$ cat src/sv/ptts_pkg.sv
`timescale 1ns / 1ps
// Shared types, sizes and microcode for the periodic task tick scheduler.
// No dependencies; every other file imports this package.
package ptts_pkg;

  localparam int NUM_SLOTS   = 8;
  localparam int COUNT_WIDTH = 16;
  localparam int SLOT_W      = (NUM_SLOTS > 1) ? $clog2(NUM_SLOTS) : 1;
  localparam int FIELD_W     = 16;
  localparam int MASK_W      = 8;
  localparam int ASLOT_W     = 3;

  typedef logic [COUNT_WIDTH-1:0] cnt_t;
  typedef logic [NUM_SLOTS-1:0]   slot_vec_t;
  typedef logic [SLOT_W-1:0]      slot_idx_t;
  typedef logic [FIELD_W-1:0]     field_t;
  typedef logic [MASK_W-1:0]      mask_t;
  typedef logic [ASLOT_W-1:0]     aslot_t;

  localparam logic MODE_TICK   = 1'b0;
  localparam logic MODE_CREATE = 1'b1;

  typedef logic [1:0] step_t;
  localparam step_t STEP_FETCH  = 2'd0;
  localparam step_t STEP_TICK   = 2'd1;
  localparam step_t STEP_CREATE = 2'd2;
  localparam step_t STEP_SPARE  = 2'd3;

  typedef enum logic [1:0] {
    JMP_ALWAYS,
    JMP_DISPATCH,
    JMP_WAIT_OUT
  } jmp_t;

  typedef struct packed {
    logic  accept;
    logic  op_tick;
    logic  op_create;
    jmp_t  jmp;
    step_t target;
  } uword_t;

  typedef struct packed {
    logic tick;
    logic create;
  } bank_ctl_t;

  typedef struct packed {
    slot_vec_t fired;
    slot_idx_t slot;
    logic      full;
  } bank_res_t;

  function automatic uword_t urom(step_t s);
    uword_t w;
    case (s)
      STEP_FETCH:  w = '{accept: 1'b1, op_tick: 1'b0, op_create: 1'b0,
                         jmp: JMP_DISPATCH, target: STEP_FETCH};
      STEP_TICK:   w = '{accept: 1'b0, op_tick: 1'b1, op_create: 1'b0,
                         jmp: JMP_WAIT_OUT, target: STEP_FETCH};
      STEP_CREATE: w = '{accept: 1'b0, op_tick: 1'b0, op_create: 1'b1,
                         jmp: JMP_WAIT_OUT, target: STEP_FETCH};
      default:     w = '{accept: 1'b0, op_tick: 1'b0, op_create: 1'b0,
                         jmp: JMP_ALWAYS, target: STEP_FETCH};
    endcase
    return w;
  endfunction

endpackage

$ cat src/sv/ptts_seq.sv
`timescale 1ns / 1ps
// Microcode sequencer: step counter, control-word ROM and jump logic.
// Depends on ptts_pkg.
module ptts_seq (
  input  logic               clk,
  input  logic               rst_n,
  input  logic               in_valid,
  input  logic               in_mode,
  input  logic               out_free,
  output logic               accept,
  output ptts_pkg::bank_ctl_t ctl
);
  import ptts_pkg::*;

  step_t  step_r, step_nxt;
  uword_t uw;

  assign uw     = urom(step_r);
  assign accept = uw.accept;

  always_comb begin
    case (uw.jmp)
      JMP_ALWAYS:   step_nxt = uw.target;
      JMP_DISPATCH: begin
        if (in_valid) begin
          step_nxt = (in_mode == MODE_CREATE) ? STEP_CREATE : STEP_TICK;
        end else begin
          step_nxt = step_r;
        end
      end
      JMP_WAIT_OUT: step_nxt = out_free ? uw.target : step_r;
      default:      step_nxt = STEP_FETCH;
    endcase
  end

  always_comb begin
    ctl.tick   = uw.op_tick & out_free;
    ctl.create = uw.op_create & out_free;
  end

  always_ff @(posedge clk) begin
    if (!rst_n) begin
      step_r <= STEP_FETCH;
    end else begin
      step_r <= step_nxt;
    end
  end

endmodule

$ cat src/sv/ptts_bank.sv
`timescale 1ns / 1ps
// Slot bank: per-slot active bit, countdown and period cells, plus the
// lowest-free-slot priority chain. Depends on ptts_pkg.
module ptts_bank (
  input  logic                clk,
  input  logic                rst_n,
  input  ptts_pkg::bank_ctl_t ctl,
  input  ptts_pkg::cnt_t      delay,
  input  ptts_pkg::cnt_t      period,
  output ptts_pkg::bank_res_t res
);
  import ptts_pkg::*;

  slot_vec_t active_r;
  cnt_t      cnt_r [NUM_SLOTS];
  cnt_t      per_r [NUM_SLOTS];

  always_comb begin
    res.slot = '0;
    res.full = 1'b1;
    for (int i = NUM_SLOTS - 1; i >= 0; i--) begin
      if (!active_r[i]) begin
        res.slot = SLOT_W'(i);
        res.full = 1'b0;
      end
    end
    for (int i = 0; i < NUM_SLOTS; i++) begin
      res.fired[i] = active_r[i] && (cnt_r[i] == '0);
    end
  end

  always_ff @(posedge clk) begin
    if (!rst_n) begin
      active_r <= '0;
    end else if (ctl.create && !res.full) begin
      active_r[res.slot] <= 1'b1;
    end
  end

  always_ff @(posedge clk) begin
    for (int i = 0; i < NUM_SLOTS; i++) begin
      if (ctl.tick && active_r[i]) begin
        cnt_r[i] <= (cnt_r[i] == '0) ? per_r[i] : cnt_r[i] - cnt_t'(1);
      end else if (ctl.create && !res.full && res.slot == SLOT_W'(i)) begin
        cnt_r[i] <= delay;
        per_r[i] <= period;
      end
    end
  end

endmodule

$ cat src/sv/periodic_task_tick_scheduler.sv
`timescale 1ns / 1ps
// Periodic task tick scheduler: a bank of task slots driven by a small
// microcoded sequencer. Each item goes through a fetch step that accepts
// it and one execute step (tick all slots, or claim the lowest free slot)
// that writes the result register. The execute step waits only while the
// result register holds an item that has not been taken; a new item is
// accepted while a result is still waiting, but not while the execute step
// of the last item is pending. Depends on ptts_pkg, ptts_seq and ptts_bank.
module periodic_task_tick_scheduler (
  input  logic                 clk,
  input  logic                 rst_n,
  input  logic                 in_valid,
  output logic                 in_stall,
  input  logic                 in_mode,
  input  ptts_pkg::field_t     in_start_delay,
  input  ptts_pkg::field_t     in_reload_period,
  output logic                 out_valid,
  input  logic                 out_stall,
  output ptts_pkg::mask_t      out_fired_mask,
  output ptts_pkg::aslot_t     out_assigned_slot,
  output logic                 out_table_full
);
  import ptts_pkg::*;

  logic      accept;
  logic      out_free;
  logic      load;
  bank_ctl_t ctl;
  bank_res_t res;

  cnt_t   delay_r, period_r;
  logic   out_valid_r;
  mask_t  mask_r, mask_nxt;
  aslot_t slot_r, slot_nxt;
  logic   full_r, full_nxt;

  logic [MASK_W+NUM_SLOTS-1:0] fired_ext;
  logic [ASLOT_W+SLOT_W-1:0]   slot_ext;

  assign out_free = !out_valid_r || !out_stall;
  assign in_stall = !accept;
  assign load     = ctl.tick | ctl.create;

  ptts_seq u_seq (
    .clk      (clk),
    .rst_n    (rst_n),
    .in_valid (in_valid),
    .in_mode  (in_mode),
    .out_free (out_free),
    .accept   (accept),
    .ctl      (ctl)
  );

  ptts_bank u_bank (
    .clk    (clk),
    .rst_n  (rst_n),
    .ctl    (ctl),
    .delay  (delay_r),
    .period (period_r),
    .res    (res)
  );

  assign fired_ext = {MASK_W'(0), res.fired};
  assign slot_ext  = {ASLOT_W'(0), res.slot};

  always_comb begin
    mask_nxt = '0;
    slot_nxt = '0;
    full_nxt = 1'b0;
    if (ctl.tick) begin
      mask_nxt = fired_ext[MASK_W-1:0];
    end
    if (ctl.create) begin
      full_nxt = res.full;
      slot_nxt = res.full ? '0 : slot_ext[ASLOT_W-1:0];
    end
  end

  always_ff @(posedge clk) begin
    if (in_valid && accept) begin
      delay_r  <= cnt_t'(in_start_delay);
      period_r <= cnt_t'(in_reload_period);
    end
    if (load) begin
      mask_r <= mask_nxt;
      slot_r <= slot_nxt;
      full_r <= full_nxt;
    end
  end

  always_ff @(posedge clk) begin
    if (!rst_n) begin
      out_valid_r <= 1'b0;
    end else if (load) begin
      out_valid_r <= 1'b1;
    end else if (!out_stall) begin
      out_valid_r <= 1'b0;
    end
  end

  assign out_valid         = out_valid_r;
  assign out_fired_mask    = mask_r;
  assign out_assigned_slot = slot_r;
  assign out_table_full    = full_r;

endmodule

$ cat config.mk
export PLATFORM = sky130hd
export DESIGN_NAME = periodic_task_tick_scheduler
export DESIGN_NICKNAME = d
export VERILOG_FILES = /design/src/sv/ptts_pkg.sv /design/src/sv/ptts_seq.sv /design/src/sv/ptts_bank.sv /design/src/sv/periodic_task_tick_scheduler.sv
export SDC_FILE = /design/constraint.sdc
export NUM_CORES = 1
export LEC_CHECK = 0
export ABC_AREA = 1
export BUFFER_PORTS_ARGS = -buffer_cell sky130_fd_sc_hd__buf_4
export CORE_MARGIN = 5
export CORE_UTILIZATION = 50
export CTS_CLUSTER_SIZE = 12
export DETAILED_ROUTE_END_ITERATION = 7
export PLACE_DENSITY = 0.69
export SLEW_MARGIN = 20
export SYNTH_ARGS = -nofsm -noshare
export SYNTH_HDL_FRONTEND = slang
export SYNTH_SLANG_ARGS = --single-unit
$ cat constraint.sdc
create_clock -name clk -period 2.3 [get_ports clk]
set_input_delay 0.115 -clock clk [delete_from_list [all_inputs] [get_ports clk]]
set_output_delay 0.115 -clock clk [all_outputs]
set_load 0.02 [all_outputs]
==> out/qor.csv <==
metric;value;unit
register area;9230;sq um
H-tree depth;2;
hold wc startpoint;out_stall;
Clk Tree Root Cell;clkbuf_16;
main combinational cell family by area after synthesis;simple AND/OR/NAND/NOR gates;
synth warn;0;
synthesized area;16100;sq um
vias in the first global route;11691;
Worst EP required;2540;ps
GRT Overall Usage;23.7;%
final setup skew;24.4;ps
antenna cells;0;
postcts setup bufs;0;
clock group share of total power;41.8;%
Final Cycle Share;91.5;%
FMAX;475;MHz
Comb pwr share;5.1;%
drt first-iter violations;1463;
Sw Ratio;22.7;%
input/output buffers;50;
Hold Path Class;primary input to register;
Pleak;7.60;nW
post-layout min period;2100;ps
total die area;35900;sq um
DP Worst Slack;86.0;ps
Pre-antenna DRT Iters;6;
CP Capture Point;u_bank.cnt_r[1][50]$_DFFE_PP_;
critical path launch point type;register;
Layout Nets;1940;
Worst Setup SP;u_bank.cnt_r[1][53]$_DFFE_PP_;
CTS buffer count;35;
total power;12.4;mW
Remaining DRCs;0;
Vias/cell;5.37;
internal power;9.59;mW
vias;12402;
crit end category;register;
synthesis-stage register bit count;311;
fin worst setup slack;195;ps
Reg2Reg Capture Point;u_bank.cnt_r[1][50]$_DFFE_PP_;
Max-slew headroom;44.0;%
synthesized net count;1817;
Die Ht;189;um
core area;31600;sq um
Die W;189;um
Slew Viols, Final;0;
Worst Max-Slew Pin Slew;840;ps
synthesized area per cell;9.14;sq um
status;finished, final reports clean;
post-synthesis compound-gate area fraction;5.57;%
Placer Congestion;0.903;
io pins;51;
post-DR wirelength/cell;18.6;um
adder and majority cell fraction of the synthesized area;1.48;%
R2R Setup Slk;200;ps
Final Hold Vio Count;0;
Power Density;672;nW/um^2
number of antenna violations at the first check in global routing;3;
Final setup viols;0;
TritonCTS sink count;311;
Unique masters post-synth;43;
start of the worst register-to-register path;u_bank.cnt_r[1][53]$_DFFE_PP_;
Area Growth Syn to Fin;14.6;%
Worst Hold Margin;193;ps
largest net degree at the start of global routing;33;
critical path fanouts, max;23;
DP Wirelength;28.4;mm
Max Cap Viol;0;
Starting Density;50.9;%
GRT overflow;0;
Psw;2.81;mW
register area share after synthesis;57.3;%
clk_lat worst skew;520;ps
CP arrival;2350;ps
Peak VDD IR;0.726;mV
fillcell total;2644;
Worst Path Class, Setup;register to register;
Seq pwr share;53.1;%
CTS max path bufs;3;
RSZ-0062 raised after global routing;false;
antenna violation net count after detailed routing;0;
Row Count;65;
multiplexer share of the synthesized area;0;%
area of the multi-input gates;5900;sq um
Syn Inst Count;1761;
reg2reg path depth;8;
Synth Area in XOR/XNOR;3.10;%
Total Wirelength;42.9;mm
Reg clk slew, reported paths;60;ps
share of cells above drive strength 1;10.5;%
Post-Synth Simple-Gate Area;26.5;%
first-pass GRT wire length;65.8;mm
TritonCTS clock tree;done;
[synth_stat cells (all sizes together)]
| master | instances | share of area, % |
|---|---|---|
| nand2 | 614 | 15 |
| or2 | 4 | 0.16 |
| and2 | 2 | 0.078 |
| a21oi | 20 | 0.64 |
| clkbuf | 4 | 0.093 |
| o21ai | 147 | 4.8 |
| o22ai | 2 | 0.078 |
| o21bai | 2 | 0.093 |
| xor2 | 34 | 1.8 |
| dfxtp | 11 | 1.4 |
| inv | 175 | 4.1 |
| nand3b | 1 | 0.047 |
| clkinv | 2 | 0.054 |
| nand4 | 33 | 1.5 |
| nand3 | 144 | 4.8 |
| nor4 | 1 | 0.039 |
| ha | 19 | 1.5 |
| edfxtp | 300 | 56 |
| nor2 | 167 | 4.4 |
| xnor2 | 23 | 1.3 |
| buf | 39 | 1.8 |
| nor3 | 17 | 0.59 |
[repair_timing]
| action | 4_1_cts | 5_1_grt |
|---|---|---|
| endpoints found under the setup margin | 0 | 10 |
| hold buffers | 36 | 0 |
| gates resized for setup | 0 | 3 |
| endpoints found under the hold margin | 35 | 0 |
[power by group through the flow]
stage / sequential [mW] / clock (mW) / combinational [mW]
final: 6.59 / 5.18 / 0.634
after global routing: 6.59 / 5.51 / 0.685
after CTS: 6.58 / 5.25 / 0.630
after detailed placement: 6.70 / 0 / 0.579
after global placement: 6.70 / 0 / 0.570
after floorplan: 6.57 / 0 / 0.298
[worst max-delay path, cell delays in order, from the launching register on]
cell      delay (ps)
edfxtp_1         440
nor2_1           210
nand2_1          140
nor2_1           190
nand3_2          190
inv_2            340
o21ai_0          160
nand2_1           90
o21ai_0           70
[stage by stage]
stage / cell area, sq um / util [%] / TNS [ps] / instances
6_report: 18500 / 58.3 / 0 / 2311
5_1_grt: 18500 / 58.3 / 0 / 2311
3_3_place_gp: 17000 / 53.8 / 0 / 2213
3_5_place_dp: 17000 / 53.8 / 0 / 2213
4_1_cts: 18400 / 58.3 / 0 / 2311
2_1_floorplan: 16100 / - / -4750 / 1761
[worst min path at each step]
stage	end	slack, ps	depth (start not counted)
2_1_floorplan	out_valid$_SDFFE_PN0P_	210	2
5_1_grt	u_bank.active_r[0]$_SDFFE_PN0P_	230	4
3_5_place_dp	delay_r[5]$_DFFE_PP_	290	1
6_report	u_bank.active_r[0]$_SDFFE_PN0P_	190	4
4_1_cts	u_bank.active_r[0]$_SDFFE_PN0P_	170	4
3_3_place_gp	period_r[14]$_DFFE_PP_	290	1
[cell usage in the layout, fill, tap and decap left out, drive strengths merged]
cell / n
clkinv: 13
nand4: 33
edfxtp: 300
nand2: 614
ha: 19
inv: 176
o21ai: 147
a21oi: 20
nor4: 1
dlygate4sd3: 36
or2: 4
nand3: 144
dfxtp: 11
nor3: 17
nand3b: 1
clkinvlp: 1
o21bai: 2
nor2: 167
o22ai: 2
clkbuf: 49
and2: 2
xnor2: 23
xor2: 34
buf: 93
[final cells by class]
class                           count  share of cell area, %
Sequential cell                   311                   50.0
Multi-Input combinational cell   1230                   32.0
Timing Repair Buffer              129                   5.87
Clock buffer                       49                   5.36
Inverter                          177                   3.65
Tap cell                          402                   2.73
Clock inverter                     13                  0.393
[state kept, by name, summed over array words and instances (netlist names)]
register	count
u_bank.cnt_r	128
u_bank.per_r	128
delay_r	16
period_r	16
out_fired_mask	8
u_bank.active_r	8
out_assigned_slot	3
u_seq.step_r	2
out_table_full	1
out_valid	1
[kinds of logic after synthesis]
family | Yosys count
xor+xnor | 57
flops | 311
buf+inv | 220
simple gates | 983
compound gates | 171
fa+ha+maj | 19
[routing by layer]
metal | global-route usage [%] | share of wire (%) | up-vias
met5 | 0 | 0.042 | -
met3 | 3.98 | 8.9 | 74
li1 | - | - | 6085
met2 | 38.5 | 46 | 508
met1 | 33.0 | 42 | 5733
met4 | 7.40 | 3.2 | 2
Power figures use the tool's default switching activity.
